--- src/rtl/recorder_link_line_decoder_top_assert.svh ---
// Assertion helpers for the line decoder top level.
`ifndef RECORDER_LINK_LINE_DECODER_TOP_ASSERT_SVH
`define RECORDER_LINK_LINE_DECODER_TOP_ASSERT_SVH

// same-cycle implication
`define RLLD_ASSERT_SAME(lbl, ante, cons, msg) \
  lbl: assert property (@(posedge clk) disable iff (!rst_n) (ante) |-> (cons)) \
    else $error(msg);

// next-cycle implication
`define RLLD_ASSERT_NEXT(lbl, ante, cons, msg) \
  lbl: assert property (@(posedge clk) disable iff (!rst_n) (ante) |=> (cons)) \
    else $error(msg);

`endif

--- src/rtl/rlld_pkg.sv ---
package rlld_pkg;

  localparam int MAX_LINE = 255;
  localparam int CIL_W    = $clog2(MAX_LINE + 1);

  localparam logic [CIL_W-1:0] CIL_MAX  = CIL_W'(MAX_LINE);
  localparam logic [CIL_W-1:0] CIL_OVER = CIL_W'(MAX_LINE - 2);

  localparam logic [7:0] CH_LF    = 8'h0A;
  localparam logic [7:0] CH_COMMA = 8'h2C;

  localparam logic [23:0] PROTO_PLAIN = 24'h000204;
  localparam logic [23:0] PROTO_SUM   = 24'h004204;
  localparam logic [15:0] FUNC_READ   = 16'h0001;

  localparam logic [7:0] PCODE_FLOAT_A = 8'h18;
  localparam logic [7:0] PCODE_FLOAT_B = 8'h02;
  localparam logic [7:0] PCODE_BITS8   = 8'h01;
  localparam logic [7:0] PCODE_BITS16  = 8'h0C;

  typedef enum logic [1:0] {
    KIND_VALUE    = 2'd0,
    KIND_REQUEST  = 2'd1,
    KIND_RESPONSE = 2'd2,
    KIND_OTHER    = 2'd3
  } kind_t;

  typedef enum logic [3:0] {
    ST_OK         = 4'd0,
    ST_BAD_FIELD  = 4'd1,
    ST_PROTOCOL   = 4'd2,
    ST_NOT_READ   = 4'd3,
    ST_PARAM_CODE = 4'd4,
    ST_FORMAT     = 4'd5,
    ST_CHECKSUM   = 4'd6,
    ST_DEV_STATUS = 4'd7,
    ST_NO_REQUEST = 4'd8,
    ST_UNCLASS    = 4'd9,
    ST_TOO_LONG   = 4'd10
  } status_t;

  typedef struct packed {
    kind_t       item_kind;
    logic [7:0]  unit_address;
    logic [7:0]  parameter_code;
    logic [12:0] base_index;
    logic [31:0] value_word;
    logic [5:0]  value_width;
    status_t     line_status;
  } result_t;

endpackage

--- src/rtl/rlld_parser.sv ---
module rlld_parser (
  input  logic                 clk,
  input  logic                 rst_n,
  input  logic                 step,
  input  logic [7:0]           rx_char,
  output logic                 res_valid,
  output rlld_pkg::result_t    res
);

  typedef enum logic [11:0] {
    PH_FIRST     = 12'h001,
    PH_RQ_PROTO  = 12'h002,
    PH_RQ_FUNC   = 12'h004,
    PH_RQ_FORMAT = 12'h008,
    PH_RQ_COUNT  = 12'h010,
    PH_RQ_START  = 12'h020,
    PH_RQ_SUM    = 12'h040,
    PH_RQ_TAIL   = 12'h080,
    PH_RS_VALUES = 12'h100,
    PH_RS_SUM    = 12'h200,
    PH_RS_TAIL   = 12'h400,
    PH_OT_TAIL   = 12'h800
  } phase_t;

  phase_t                         phase_r, phase_nxt;
  logic [rlld_pkg::CIL_W-1:0]     cil_r, cil_nxt;
  logic [3:0]                     cif_r, cif_nxt;
  logic [23:0]                    facc_r, facc_nxt;
  logic [7:0]                     sum_r, sum_nxt;
  rlld_pkg::status_t              err_r, err_nxt;
  logic                           pending_r, pending_nxt;
  logic [7:0]                     unit_r, unit_nxt;
  logic                           hasck_r, hasck_nxt;
  logic [7:0]                     code_r, code_nxt;
  logic [2:0]                     bpv_r, bpv_nxt;
  logic                           bits_r, bits_nxt;
  logic [7:0]                     count_r, count_nxt;
  logic [7:0]                     start_r, start_nxt;
  logic [7:0]                     vd_r, vd_nxt;
  logic [2:0]                     bd_r, bd_nxt;
  logic [31:0]                    vacc_r, vacc_nxt;

  function automatic rlld_pkg::kind_t kind_of(phase_t ph);
    rlld_pkg::kind_t k;
    unique case (ph)
      PH_RQ_PROTO, PH_RQ_FUNC, PH_RQ_FORMAT, PH_RQ_COUNT,
      PH_RQ_START, PH_RQ_SUM, PH_RQ_TAIL:  k = rlld_pkg::KIND_REQUEST;
      PH_RS_VALUES, PH_RS_SUM, PH_RS_TAIL: k = rlld_pkg::KIND_RESPONSE;
      default:                             k = rlld_pkg::KIND_OTHER;
    endcase
    return k;
  endfunction

  function automatic phase_t tail_of(phase_t ph);
    phase_t t;
    unique case (kind_of(ph))
      rlld_pkg::KIND_REQUEST:  t = PH_RQ_TAIL;
      rlld_pkg::KIND_RESPONSE: t = PH_RS_TAIL;
      default:                 t = PH_OT_TAIL;
    endcase
    return t;
  endfunction

  // {valid, digit}
  function automatic logic [4:0] hex_of(logic [7:0] c);
    logic [4:0] r;
    if (c >= 8'h30 && c <= 8'h39) begin
      r = {1'b1, c[3:0]};
    end else if (c >= 8'h41 && c <= 8'h46) begin
      r = {1'b1, 4'(c[3:0] + 4'd9)};
    end else begin
      r = 5'd0;
    end
    return r;
  endfunction

  always_comb begin
    logic [rlld_pkg::CIL_W-1:0] pos;
    logic                       over;
    logic [4:0]                 hx;
    logic [3:0]                 n;
    logic [23:0]                v;
    logic [7:0]                 facc8;
    logic [31:0]                vacc_new;
    logic [2:0]                 bd_new;
    logic [7:0]                 vd_new;
    logic [5:0]                 w;
    rlld_pkg::status_t          st;
    rlld_pkg::kind_t            kind;

    phase_nxt   = phase_r;
    cil_nxt     = cil_r;
    cif_nxt     = cif_r;
    facc_nxt    = facc_r;
    sum_nxt     = sum_r;
    err_nxt     = err_r;
    pending_nxt = pending_r;
    unit_nxt    = unit_r;
    hasck_nxt   = hasck_r;
    code_nxt    = code_r;
    bpv_nxt     = bpv_r;
    bits_nxt    = bits_r;
    count_nxt   = count_r;
    start_nxt   = start_r;
    vd_nxt      = vd_r;
    bd_nxt      = bd_r;
    vacc_nxt    = vacc_r;
    res_valid   = 1'b0;
    res         = '0;

    pos      = cil_r;
    over     = (cil_r >= rlld_pkg::CIL_OVER);
    hx       = hex_of(rx_char);
    n        = cif_r;
    v        = facc_r;
    facc8    = {facc_r[3:0], hx[3:0]};
    vacc_new = {vacc_r[23:0], facc_r[7:0]};
    bd_new   = bd_r + 3'd1;
    vd_new   = vd_r + 8'd1;
    w        = bits_r ? {bpv_r, 3'b000} : 6'd1;
    kind     = kind_of(phase_r);
    st       = rlld_pkg::ST_OK;

    if (step) begin
      if (cil_r < rlld_pkg::CIL_MAX) begin
        cil_nxt = cil_r + 1'b1;
      end

      if (rx_char == rlld_pkg::CH_LF) begin
        if (over) begin
          st = rlld_pkg::ST_TOO_LONG;
        end else if (phase_r == PH_FIRST) begin
          st = rlld_pkg::ST_UNCLASS;
        end else if (phase_r == PH_RQ_SUM || phase_r == PH_RS_SUM) begin
          st = rlld_pkg::ST_CHECKSUM;
        end else if (phase_r == PH_RQ_TAIL || phase_r == PH_RS_TAIL ||
                     phase_r == PH_OT_TAIL) begin
          st = err_r;
        end else begin
          st = rlld_pkg::ST_BAD_FIELD;
        end
        if (kind == rlld_pkg::KIND_REQUEST && st == rlld_pkg::ST_OK) begin
          pending_nxt = 1'b1;
        end
        res_valid       = 1'b1;
        res.item_kind   = kind;
        res.line_status = st;
        if (st == rlld_pkg::ST_OK && kind != rlld_pkg::KIND_OTHER) begin
          res.unit_address   = unit_r;
          res.parameter_code = code_r;
          res.base_index     = 13'(start_r);
        end
        phase_nxt = PH_FIRST;
        cil_nxt   = '0;
        cif_nxt   = '0;
        facc_nxt  = '0;
        sum_nxt   = '0;
        err_nxt   = rlld_pkg::ST_OK;
      end else if (over) begin
        err_nxt   = rlld_pkg::ST_TOO_LONG;
        phase_nxt = tail_of(phase_r);
      end else begin
        if (phase_r != PH_RQ_SUM && phase_r != PH_RS_SUM) begin
          sum_nxt = sum_r + rx_char;
        end

        unique case (phase_r)
          PH_RQ_SUM, PH_RS_SUM: begin
            if (!hx[4]) begin
              err_nxt   = rlld_pkg::ST_CHECKSUM;
              phase_nxt = tail_of(phase_r);
            end else begin
              facc_nxt = 24'(facc8);
              cif_nxt  = cif_r + 4'd1;
              if (cif_r >= 4'd1) begin
                if (facc8 != sum_r) begin
                  err_nxt   = rlld_pkg::ST_CHECKSUM;
                  phase_nxt = tail_of(phase_r);
                end else begin
                  err_nxt   = rlld_pkg::ST_OK;
                  phase_nxt = (phase_r == PH_RQ_SUM) ? PH_RQ_TAIL : PH_RS_TAIL;
                end
              end
            end
          end

          PH_FIRST, PH_RQ_PROTO, PH_RQ_FUNC, PH_RQ_FORMAT, PH_RQ_COUNT,
          PH_RQ_START, PH_RS_VALUES: begin
            if (rx_char == rlld_pkg::CH_COMMA) begin
              // end of field
              cif_nxt  = '0;
              facc_nxt = '0;
              unique case (phase_r)
                PH_FIRST: begin
                  if (pos == rlld_pkg::CIL_W'(2)) begin
                    pending_nxt = 1'b0;
                    if (n != 4'd2) begin
                      err_nxt   = rlld_pkg::ST_BAD_FIELD;
                      phase_nxt = PH_RQ_TAIL;
                    end else begin
                      unit_nxt  = v[7:0];
                      phase_nxt = PH_RQ_PROTO;
                    end
                  end else if (pos == rlld_pkg::CIL_W'(6)) begin
                    if (!pending_r) begin
                      err_nxt   = rlld_pkg::ST_NO_REQUEST;
                      phase_nxt = PH_RS_TAIL;
                    end else if (n != 4'd6) begin
                      err_nxt   = rlld_pkg::ST_BAD_FIELD;
                      phase_nxt = PH_RS_TAIL;
                    end else begin
                      pending_nxt = 1'b0;
                      if (v != 24'd1) begin
                        err_nxt   = rlld_pkg::ST_DEV_STATUS;
                        phase_nxt = PH_RS_TAIL;
                      end else begin
                        vd_nxt   = '0;
                        bd_nxt   = '0;
                        vacc_nxt = '0;
                        if (count_r == 8'd0) begin
                          phase_nxt = hasck_r ? PH_RS_SUM : PH_RS_TAIL;
                        end else begin
                          phase_nxt = PH_RS_VALUES;
                        end
                      end
                    end
                  end else begin
                    err_nxt   = rlld_pkg::ST_UNCLASS;
                    phase_nxt = PH_OT_TAIL;
                  end
                end

                PH_RQ_PROTO: begin
                  if (n != 4'd4) begin
                    err_nxt   = rlld_pkg::ST_BAD_FIELD;
                    phase_nxt = PH_RQ_TAIL;
                  end else if (v == rlld_pkg::PROTO_PLAIN) begin
                    hasck_nxt = 1'b0;
                    phase_nxt = PH_RQ_FUNC;
                  end else if (v == rlld_pkg::PROTO_SUM) begin
                    hasck_nxt = 1'b1;
                    phase_nxt = PH_RQ_FUNC;
                  end else begin
                    err_nxt   = rlld_pkg::ST_PROTOCOL;
                    phase_nxt = PH_RQ_TAIL;
                  end
                end

                PH_RQ_FUNC: begin
                  if (n != 4'd4) begin
                    err_nxt   = rlld_pkg::ST_BAD_FIELD;
                    phase_nxt = PH_RQ_TAIL;
                  end else if (v[23:8] != rlld_pkg::FUNC_READ) begin
                    err_nxt   = rlld_pkg::ST_NOT_READ;
                    phase_nxt = PH_RQ_TAIL;
                  end else begin
                    code_nxt  = v[7:0];
                    phase_nxt = PH_RQ_FORMAT;
                    if (v[7:0] == rlld_pkg::PCODE_FLOAT_A ||
                        v[7:0] == rlld_pkg::PCODE_FLOAT_B) begin
                      bits_nxt = 1'b0;
                      bpv_nxt  = 3'd4;
                    end else if (v[7:0] == rlld_pkg::PCODE_BITS8) begin
                      bits_nxt = 1'b1;
                      bpv_nxt  = 3'd1;
                    end else if (v[7:0] == rlld_pkg::PCODE_BITS16) begin
                      bits_nxt = 1'b1;
                      bpv_nxt  = 3'd2;
                    end else begin
                      err_nxt   = rlld_pkg::ST_PARAM_CODE;
                      phase_nxt = PH_RQ_TAIL;
                    end
                  end
                end

                PH_RQ_FORMAT: begin
                  if (n != 4'd1) begin
                    err_nxt   = rlld_pkg::ST_BAD_FIELD;
                    phase_nxt = PH_RQ_TAIL;
                  end else if (v != 24'd0) begin
                    err_nxt   = rlld_pkg::ST_FORMAT;
                    phase_nxt = PH_RQ_TAIL;
                  end else begin
                    phase_nxt = PH_RQ_COUNT;
                  end
                end

                PH_RQ_COUNT: begin
                  if (n != 4'd2) begin
                    err_nxt   = rlld_pkg::ST_BAD_FIELD;
                    phase_nxt = PH_RQ_TAIL;
                  end else begin
                    count_nxt = v[7:0];
                    phase_nxt = PH_RQ_START;
                  end
                end

                PH_RQ_START: begin
                  if (n != 4'd2) begin
                    err_nxt   = rlld_pkg::ST_BAD_FIELD;
                    phase_nxt = PH_RQ_TAIL;
                  end else begin
                    start_nxt = v[7:0];
                    phase_nxt = hasck_r ? PH_RQ_SUM : PH_RQ_TAIL;
                  end
                end

                PH_RS_VALUES: begin
                  if (n != 4'd2) begin
                    err_nxt   = rlld_pkg::ST_BAD_FIELD;
                    phase_nxt = PH_RS_TAIL;
                  end else if (bd_new >= bpv_r) begin
                    res_valid          = 1'b1;
                    res.item_kind      = rlld_pkg::KIND_VALUE;
                    res.unit_address   = unit_r;
                    res.parameter_code = code_r;
                    res.base_index     = 13'(start_r) + 13'(vd_r) * 13'(w);
                    res.value_word     = vacc_new;
                    res.value_width    = w;
                    res.line_status    = rlld_pkg::ST_OK;
                    vd_nxt             = vd_new;
                    bd_nxt             = '0;
                    vacc_nxt           = '0;
                    if (vd_new >= count_r) begin
                      phase_nxt = hasck_r ? PH_RS_SUM : PH_RS_TAIL;
                    end
                  end else begin
                    bd_nxt   = bd_new;
                    vacc_nxt = vacc_new;
                  end
                end

                default: ;
              endcase
            end else if (!hx[4]) begin
              cif_nxt = 4'd15;   // poisons the field length
            end else if (cif_r < 4'd15) begin
              cif_nxt  = cif_r + 4'd1;
              facc_nxt = {facc_r[19:0], hx[3:0]};
            end
          end

          default: ;
        endcase
      end
    end
  end

  always_ff @(posedge clk) begin
    if (!rst_n) begin
      phase_r   <= PH_FIRST;
      cil_r     <= '0;
      cif_r     <= '0;
      facc_r    <= '0;
      sum_r     <= '0;
      err_r     <= rlld_pkg::ST_OK;
      pending_r <= 1'b0;
      unit_r    <= '0;
      hasck_r   <= 1'b0;
      code_r    <= '0;
      bpv_r     <= '0;
      bits_r    <= 1'b0;
      count_r   <= '0;
      start_r   <= '0;
      vd_r      <= '0;
      bd_r      <= '0;
      vacc_r    <= '0;
    end else begin
      phase_r   <= phase_nxt;
      cil_r     <= cil_nxt;
      cif_r     <= cif_nxt;
      facc_r    <= facc_nxt;
      sum_r     <= sum_nxt;
      err_r     <= err_nxt;
      pending_r <= pending_nxt;
      unit_r    <= unit_nxt;
      hasck_r   <= hasck_nxt;
      code_r    <= code_nxt;
      bpv_r     <= bpv_nxt;
      bits_r    <= bits_nxt;
      count_r   <= count_nxt;
      start_r   <= start_nxt;
      vd_r      <= vd_nxt;
      bd_r      <= bd_nxt;
      vacc_r    <= vacc_nxt;
    end
  end

endmodule

--- src/rtl/rlld_out_reg.sv ---
module rlld_out_reg (
  input  logic                 clk,
  input  logic                 rst_n,
  input  logic                 load,
  input  rlld_pkg::result_t    res_in,
  input  logic                 out_ready,
  output logic                 space,
  output logic                 out_valid,
  output rlld_pkg::result_t    res_out
);

  logic              valid_r, valid_nxt;
  rlld_pkg::result_t res_r;

  // slot is free when empty or drained this cycle
  assign space = !valid_r || out_ready;

  always_comb begin
    valid_nxt = valid_r;
    if (load) begin
      valid_nxt = 1'b1;
    end else if (out_ready) begin
      valid_nxt = 1'b0;
    end
  end

  always_ff @(posedge clk) begin
    if (!rst_n) begin
      valid_r <= 1'b0;
    end else begin
      valid_r <= valid_nxt;
    end
  end

  always_ff @(posedge clk) begin
    if (load) begin
      res_r <= res_in;
    end
  end

  assign out_valid = valid_r;
  assign res_out   = res_r;

endmodule

--- src/rtl/recorder_link_line_decoder_top.sv ---
// Line decoder for a sniffed recorder link.
// Input channel: one received character per item (in_rx_char); LF ends a line.
// Result channel: value words emitted while a response is parsed, and one
// verdict per line at its LF. Values are provisional: drop them when the
// verdict that follows carries a nonzero line status.
// Both channels use valid/ready; an item moves when valid and ready are high.
// A character taken into the input register is parsed once the result register
// has space, and its result, if any, is loaded into that register.
// Throughput: one character per cycle while the result register has space,
// set by the single parser state update per character; most give no result.
// Reset (rst_n low, synchronous) starts a new line, forgets any request and
// empties both registers.
// A stalled receiver holds the result register; the parser then stops and the
// input register holds its character, so in_ready drops after one more item.
module recorder_link_line_decoder_top (
  input  logic        clk,
  input  logic        rst_n,
  input  logic        in_valid,
  output logic        in_ready,
  input  logic [7:0]  in_rx_char,
  output logic        out_valid,
  input  logic        out_ready,
  output logic [1:0]  out_item_kind,
  output logic [7:0]  out_unit_address,
  output logic [7:0]  out_parameter_code,
  output logic [12:0] out_base_index,
  output logic [31:0] out_value_word,
  output logic [5:0]  out_value_width,
  output logic [3:0]  out_line_status
);

  `include "recorder_link_line_decoder_top_assert.svh"

  logic              s1_valid_r, s1_valid_nxt;
  logic [7:0]        s1_char_r;
  logic              step;
  logic              space;
  logic              res_valid;
  rlld_pkg::result_t res;
  rlld_pkg::result_t res_out;

  assign step     = s1_valid_r && space;
  assign in_ready = !s1_valid_r || step;

  always_comb begin
    s1_valid_nxt = s1_valid_r;
    if (in_valid && in_ready) begin
      s1_valid_nxt = 1'b1;
    end else if (step) begin
      s1_valid_nxt = 1'b0;
    end
  end

  always_ff @(posedge clk) begin
    if (!rst_n) begin
      s1_valid_r <= 1'b0;
    end else begin
      s1_valid_r <= s1_valid_nxt;
    end
  end

  always_ff @(posedge clk) begin
    if (in_valid && in_ready) begin
      s1_char_r <= in_rx_char;
    end
  end

  rlld_parser u_parser (
    .clk       (clk),
    .rst_n     (rst_n),
    .step      (step),
    .rx_char   (s1_char_r),
    .res_valid (res_valid),
    .res       (res)
  );

  rlld_out_reg u_out_reg (
    .clk       (clk),
    .rst_n     (rst_n),
    .load      (step && res_valid),
    .res_in    (res),
    .out_ready (out_ready),
    .space     (space),
    .out_valid (out_valid),
    .res_out   (res_out)
  );

  assign out_item_kind      = res_out.item_kind;
  assign out_unit_address   = res_out.unit_address;
  assign out_parameter_code = res_out.parameter_code;
  assign out_base_index     = res_out.base_index;
  assign out_value_word     = res_out.value_word;
  assign out_value_width    = res_out.value_width;
  assign out_line_status    = res_out.line_status;

  `RLLD_ASSERT_SAME(a_value_ok,
    out_valid && out_item_kind == rlld_pkg::KIND_VALUE,
    out_line_status == rlld_pkg::ST_OK &&
      (out_value_width == 6'd1 || out_value_width == 6'd8 || out_value_width == 6'd16),
    "value item with bad status or width")
  `RLLD_ASSERT_SAME(a_verdict_empty,
    out_valid && out_item_kind != rlld_pkg::KIND_VALUE,
    out_value_word == 32'd0 && out_value_width == 6'd0,
    "verdict carries a value")
  `RLLD_ASSERT_SAME(a_failed_verdict_zero,
    out_valid && out_item_kind != rlld_pkg::KIND_VALUE &&
      out_line_status != rlld_pkg::ST_OK,
    out_unit_address == 8'd0 && out_parameter_code == 8'd0 && out_base_index == 13'd0,
    "failed verdict carries request fields")
  `RLLD_ASSERT_NEXT(a_stall_holds_char,
    s1_valid_r && out_valid && !out_ready,
    s1_valid_r && $stable(s1_char_r),
    "pending character lost during output stall")

endmodule
--- config.mk ---
export PLATFORM = sky130hd
export DESIGN_NAME = recorder_link_line_decoder_top
export DESIGN_NICKNAME = d
export VERILOG_FILES = /design/src/rtl/rlld_pkg.sv /design/src/rtl/rlld_parser.sv /design/src/rtl/rlld_out_reg.sv /design/src/rtl/recorder_link_line_decoder_top.sv
export VERILOG_INCLUDE_DIRS = /design/src /design/src/rtl
export SDC_FILE = /design/constraint.sdc
export NUM_CORES = 1
export LEC_CHECK = 0
export BUFFER_PORTS_ARGS = -buffer_cell sky130_fd_sc_hd__buf_2
export CAP_MARGIN = 20
export CORE_MARGIN = 1
export CORE_UTILIZATION = 55
export CTS_CLUSTER_SIZE = 25
export DETAILED_ROUTE_END_ITERATION = 16
export HOLD_SLACK_MARGIN = 0.02
export PLACE_DENSITY = 0.77
export SYNTH_ARGS = -nofsm -noshare
export SYNTH_HDL_FRONTEND = slang
export SYNTH_SLANG_ARGS = --single-unit
--- constraint.sdc ---
create_clock -name clk -period 4.3 [get_ports clk]
set_clock_uncertainty 0.05 [all_clocks]
set_input_delay 0.645 -clock clk [delete_from_list [all_inputs] [get_ports clk]]
set_output_delay 0.645 -clock clk [all_outputs]
set_load 0.02 [all_outputs]
Yosys cells after proc, flatten, opt, wreduce, memory -nomap -nowiden
Cells that the tools add are included.
{"block": "word_totals", "regBits": 216, "inputBits": 12, "output_inout_bits": 75, "wordCells": 340}
{"block": "classes", "n_addsub": 7, "n_mul": 1, "n_lt_le_gt_ge": 10, "n_eq_ne": 65, "n_mux": 167, "bitwise": 10, "reduce_logical": 53}
{"operator": "two-way mux 73 bit", "n": 5}
{"operator": "two-way mux 24 bit", "n": 13}
{"operator": "two-way mux 12 bit", "n": 23}
{"operator": "two-way mux 8 bit", "n": 18}
{"operator": "two-way mux 4 bit", "n": 34}
{"operator": "one-hot mux 12 bit (2 select lines)", "n": 4}
{"operator": "one-hot mux 24 bit (2 select lines)", "n": 2}
{"operator": "one-hot mux 12 bit (7 select lines)", "n": 1}
{"operator": "two-way mux 71 bit", "n": 1}
{"operator": "two-way mux 3 bit", "n": 11}
{"operator": "two-way mux 31 bit", "n": 1}
{"operator": "two-way mux 2 bit", "n": 15}
{"operator": "two-way mux 29 bit", "n": 1}
{"operator": "AND reduction 7 bit", "n": 4}
{"operator": "two-way mux 1 bit", "n": 27}
{"operator": "== test 24 x 10 -> 1 bit (second input constant)", "n": 1}
{"operator": "== test 24 x 15 -> 1 bit (second input constant)", "n": 1}
{"operator": "inequality test 24 x 1 -> 1 bit (second input constant)", "n": 1}
{"operator": "AND reduction 12 bit", "n": 2}
{"operator": "AND reduction 8 bit", "n": 3}
{"operator": "nonzero test 24 bit", "n": 1}
{"operator": "two-way mux 11 bit", "n": 2}
{"operator": "inequality test 7 x 3 -> 1 bit (second input constant)", "n": 3}
{"operator": "one-hot mux 4 bit (5 select lines)", "n": 1}
{"operator": "78 further kinds", "n": 138}

Longest topological paths before layout
{"block": "logic_depth", "ltp_word": 20, "mapped_depth": 18}

Cells and area by module
A second synthesis with hierarchy kept.
{"block": "unflattened", "cells_unflattened": 1298, "area_unflattened_um2": 12253.0}
{"mod": "rlld_parser", "instances": 1, "cells_each": 1206, "area_each_um2": 9699.3, "seq_area_each_um2": 2662.6}
{"mod": "rlld_out_reg", "instances": 1, "cells_each": 77, "area_each_um2": 2240.9, "seq_area_each_um2": 2212.1}
{"mod": "recorder_link_line_decoder_top", "instances": 1, "cells_each": 15, "area_each_um2": 312.8, "seq_area_each_um2": 260.2}

Least setup slack after synthesis
OpenSTA, ideal clock, no wires.
{"block": "synth_path", "kind": "register -> register", "start": "reg u_parser.bits_r", "end": "reg u_out_reg.res_r (netlist bit u_out_reg.res_out[53]) (data pin)", "setup_ns": 0.260, "arrival_time_ns": 3.929, "setup_slack_ns": 0.060, "path_stages_with_launch": 18, "path_buffers": 1, "path_cell_list": "dfxtp_1 > clkbuf_1 > and2_0 > nand2_1 > fa_1 > fa_1 > inv_1 > ha_1 > inv_1 > fa_1 > inv_1 > ha_1 > or3_1 > o21ai_0 > a21oi_1 > a31oi_1 > xor2_1 > nor2_1"}
{"block": "synth_between", "elab_chain_cells": 10}
{"element": "start, declared", "line": "rlld_parser.sv:36", "rtl": "logic bits_r, bits_nxt;"}
{"element": "start signal, assigned", "line": "rlld_parser.sv:380", "rtl": "bits_r <= bits_nxt;"}
{"element": "two-way mux 6 bit", "line": "rlld_parser.sv:120", "rtl": "w = bits_r ? {bpv_r, 3'b000} : 6'd1;"}
{"element": "multiplier 8 x 6 -> 13 bit", "line": "rlld_parser.sv:317", "rtl": "res.base_index = 13'(start_r) + 13'(vd_r) * 13'(w);"}
{"element": "adder 8 x 13 -> 13 bit", "line": "rlld_parser.sv:317"}
{"element": "two-way mux 71 bit", "line": "rlld_parser.sv:312", "rtl": "end else if (bd_new >= bpv_r) begin"}
{"element": "two-way mux 73 bit", "line": "rlld_parser.sv:309", "rtl": "if (n != 4'd2) begin"}
{"element": "two-way mux 73 bit", "line": "rlld_parser.sv:193", "rtl": "unique case (phase_r)"}
{"element": "two-way mux 73 bit", "line": "rlld_parser.sv:189", "rtl": "if (rx_char == rlld_pkg::CH_COMMA) begin"}
{"element": "two-way mux 73 bit", "line": "rlld_parser.sv:167", "rtl": "unique case (phase_r)"}
{"element": "two-way mux 73 bit", "line": "rlld_parser.sv:159", "rtl": "end else if (over) begin"}
{"element": "two-way mux 31 bit", "line": "rlld_parser.sv:129", "rtl": "if (rx_char == rlld_pkg::CH_LF) begin"}
{"element": "end signal, assigned", "line": "rlld_out_reg.sv:37", "rtl": "res_r <= res_in;"}
{"element": "end, declared", "line": "rlld_out_reg.sv:13", "rtl": "rlld_pkg::result_t res_r;"}
No other way between the ends.
A chain may end at the register's enable or synchronous reset.

Worst setup path in the final report
Same ends and word-level chain as after synthesis.

==> results.cfg <==
[sta]
report.final.setup_viol = 0
relSlewSlack = 0.3582
fmax_mhz = 246.1
final_hold_viol_count = 0
worst_pin_slew_ns = 0.9554
rsz0062_at_grt = false
period_minus_slack_ns = 4.063
slew_viol_final = 0
whs_ns = 0.2588
fin_crit_sh = 0.9450
tns_ns = 0

[clocking]
cts_tree = yes
clkTransAtPathRegs_ns = 0.06
root_buffer = clkbuf_16
htree_levels = 1
max-clock-path-buffers = 3
clkSinkCount = 214
clk_latency_ns = 0.53
post_cts_buffers = 0
cts_buffers = 24

[power]
cellPowerDensity_nw_per_um2 = 333.5
vdd_drop_max_mv = 0.3300
p_leak_uw = 0.005877

[setup_path]
crit_arrival_ns = 4.28
worst-path-max-fanout = 5
path_cells = and2_4, nand2_1, fa_1, fa_1, inv_1, ha_1, inv_1, fa_1, inv_1, ha_1, or3_1, o21ai_0, a21oi_1, a31oi_1, xor2_1, nor2_1
cp.required_ns = 4.51
critical_path_class = flop to flop
worst_setup_path_end_kind = flop
slowest_delay_ns = 0.54
critPathLaunchType = flop
cp_slowest_cell = fa_1

[global_routing]
grt_max_degree = 53
antenna_found_initial = 0
grt_pass1_vias = 9314
grt_pass1_wl_um = 46820
overflow = 0
grtUsageTotal = 0.2642

[floorplanning]
core_area_sq_um = 21090
fp.dieArea_sq_um = 22160
die_w_um = 148.9
fp.dieH_um = 148.9
num_io_pins = 87
start_util = 0.5625
rows = 53

[logic_synthesis]
yosysWarningCount = 0
synth_ff_type = dfxtp_1
synth_area_sq_um = 11860
synth-edff-count = 79
ys_seq_elements = 214
yosys.area.top_type_share = 0.2278
netlist_instances = 1293
netlist_top_cells_area = dfxtp_1 23%, edfxtp_1 20%, ha_1 7.5%, a21oi_1 4.9%, nand2_1 4.0%
yosysSeqAreaShare = 0.4278
avgSynthCellArea_sq_um = 9.174
synth_top_area_cell = dfxtp_1
synth-async-reset-ratio = 0
ys_types = 87

[cells_and_area]
layout.cells.non_filler = 1657
layout-drive-gt1-share = 0.1469
final_cell_mix = 134 x dfxtp_1, 125 x nand2_1, 114 x a21oi_1
final_core_util = 0.6396
final_common_cell = dfxtp_1
antennaDiodeCount = 0
area_growth_pct = 13.69
nets = 1461

[run_status]
status = complete, no violations

[routing]
vias_per_cell = 5.955
antenna_left = 0
num_vias = 9868
drt_wl_total_um = 29080
drc = 0
drt-pass1-iter-count = 7
wl_per_cell_um = 17.55
drt-initial-drc-count = 811

[run]
drv_cap = 0

[place]
gp_congestion = 0.9386
portBuffers = 84
dp.cells = 1613
dp_hpwl_um = 20830

[min_path]
hold_class = input pin to flop
## synth_stat cells (all sizes together) (26+ instances only)
cell type	instances
clkbuf	49
xor2	26
nand2	126
nor3	30
and2	30
ha	71
a21oi	117
inv	60
mux2i	27
edfxtp	79
o21ai	38
and3	52
buf	26
nor2	112
dfxtp	135
nand3	79
## registers in the layout (all words and copies together) (netlist names)
signal,cells
u_parser.cif_r,4
u_out_reg.res_out,71
u_parser.start_r,8
u_parser.vacc_r,24
u_parser.unit_r,8
u_out_reg.out_valid,1
u_parser.cil_r,8
u_parser.count_r,8
u_parser.facc_r,24
u_parser.phase_r,12
u_parser.pending_r,1
u_parser.code_r,8
u_parser.hasck_r,1
u_parser.err_r,4
u_parser.bpv_r,3
s1_valid_r,1
s1_char_r,8
u_parser.bd_r,3
u_parser.vd_r,8
u_parser.bits_r,1
u_parser.sum_r,8
## per-stage QoR
step	setup slack (ns)	instance area (sq um)	total power, uW
global route	0.02802	13490	4634
CTS	0.01092	13460	4521
floorplan	0.06019	11870	2296
global placement	0.1339	12580	2335
finish	0.2365	13490	4498
detailed placement	0.09053	12580	2340
## final cells by class
class / instances / area [sq um]
Sequential cell: 214 / 5076
Clock buffer: 31 / 678.2
Multi-Input combinational cell: 945 / 6279
Fill cell: 1741 / 7601
Timing Repair Buffer: 119 / 695.7
Inverter: 60 / 226.5
Clock inverter: 13 / 187.7
Tap cell: 275 / 344.1
## metal layers
layer | part of all wire | global-route usage | routed length, um
met3 | 0.069 | 0.03456 | 2007
met2 | 0.49 | 0.4696 | 14270
met4 | 0.029 | 0.08418 | 852
met5 | 0 | 0 | 0
met1 | 0.41 | 0.3311 | 11950
## logic make-up after synthesis
kind of cell	Yosys count	share of synthesized area
AND/OR/NAND/NOR	543	0.2389
AO/OA/AOI/OAI	243	0.1308
flip-flops	214	0.4278
buffers and inverters	135	0.04746
adder cells (fa/ha/maj)	85	0.09851
XOR/XNOR	44	0.03249
multiplexers	28	0.02373
other	1	0.0003161
## where the power goes
group	internal, uW	switching (uW)
combinational	62.9	105
sequential	2100	25.8
clock	1360	839
total	3530	970
## path summary, 6_finish.rpt
path | depth (start not counted) | endpoint | slack [ns] | from
setup reg to reg | 16 | u_out_reg.res_out[53]$_SDFFCE_PP0P_ | 0.24 | u_parser.bits_r$_SDFFE_PN0P_
setup / recovery | 16 | u_out_reg.res_out[53]$_SDFFCE_PP0P_ | 0.24 | u_parser.bits_r$_SDFFE_PN0P_
hold reg to reg | 2 | u_parser.code_r[7]$_SDFFE_PN0P_ | 0.39 | u_parser.code_r[7]$_SDFFE_PN0P_
hold / removal | 1 | s1_char_r[4]$_DFFE_PP_ | 0.26 | in_rx_char[4]
## repair_timing
item | 4_1_cts | 5_1_grt
setup endpoints to repair | 1 | 5
pin swaps | 0 | 3
gates resized for setup | 1 | 12
cloned | 0 | 0
hold buffers | 0 | 0
## worst max-delay path, delay by kind of cell, from the launching register on
| family | cells | cell delay [ns] |
|---|---|---|
| DFF | 1 | 0.35 |
| buffers and inverters | 3 | 0.13 |
| and+or+nand+nor | 4 | 0.61 |
| adders and majority gates | 5 | 2.10 |
| AOI/OAI and AO/OA | 3 | 0.40 |
| xor gates and xnor gates | 1 | 0.16 |
Note: power is estimated with default switching activity, not from simulation.
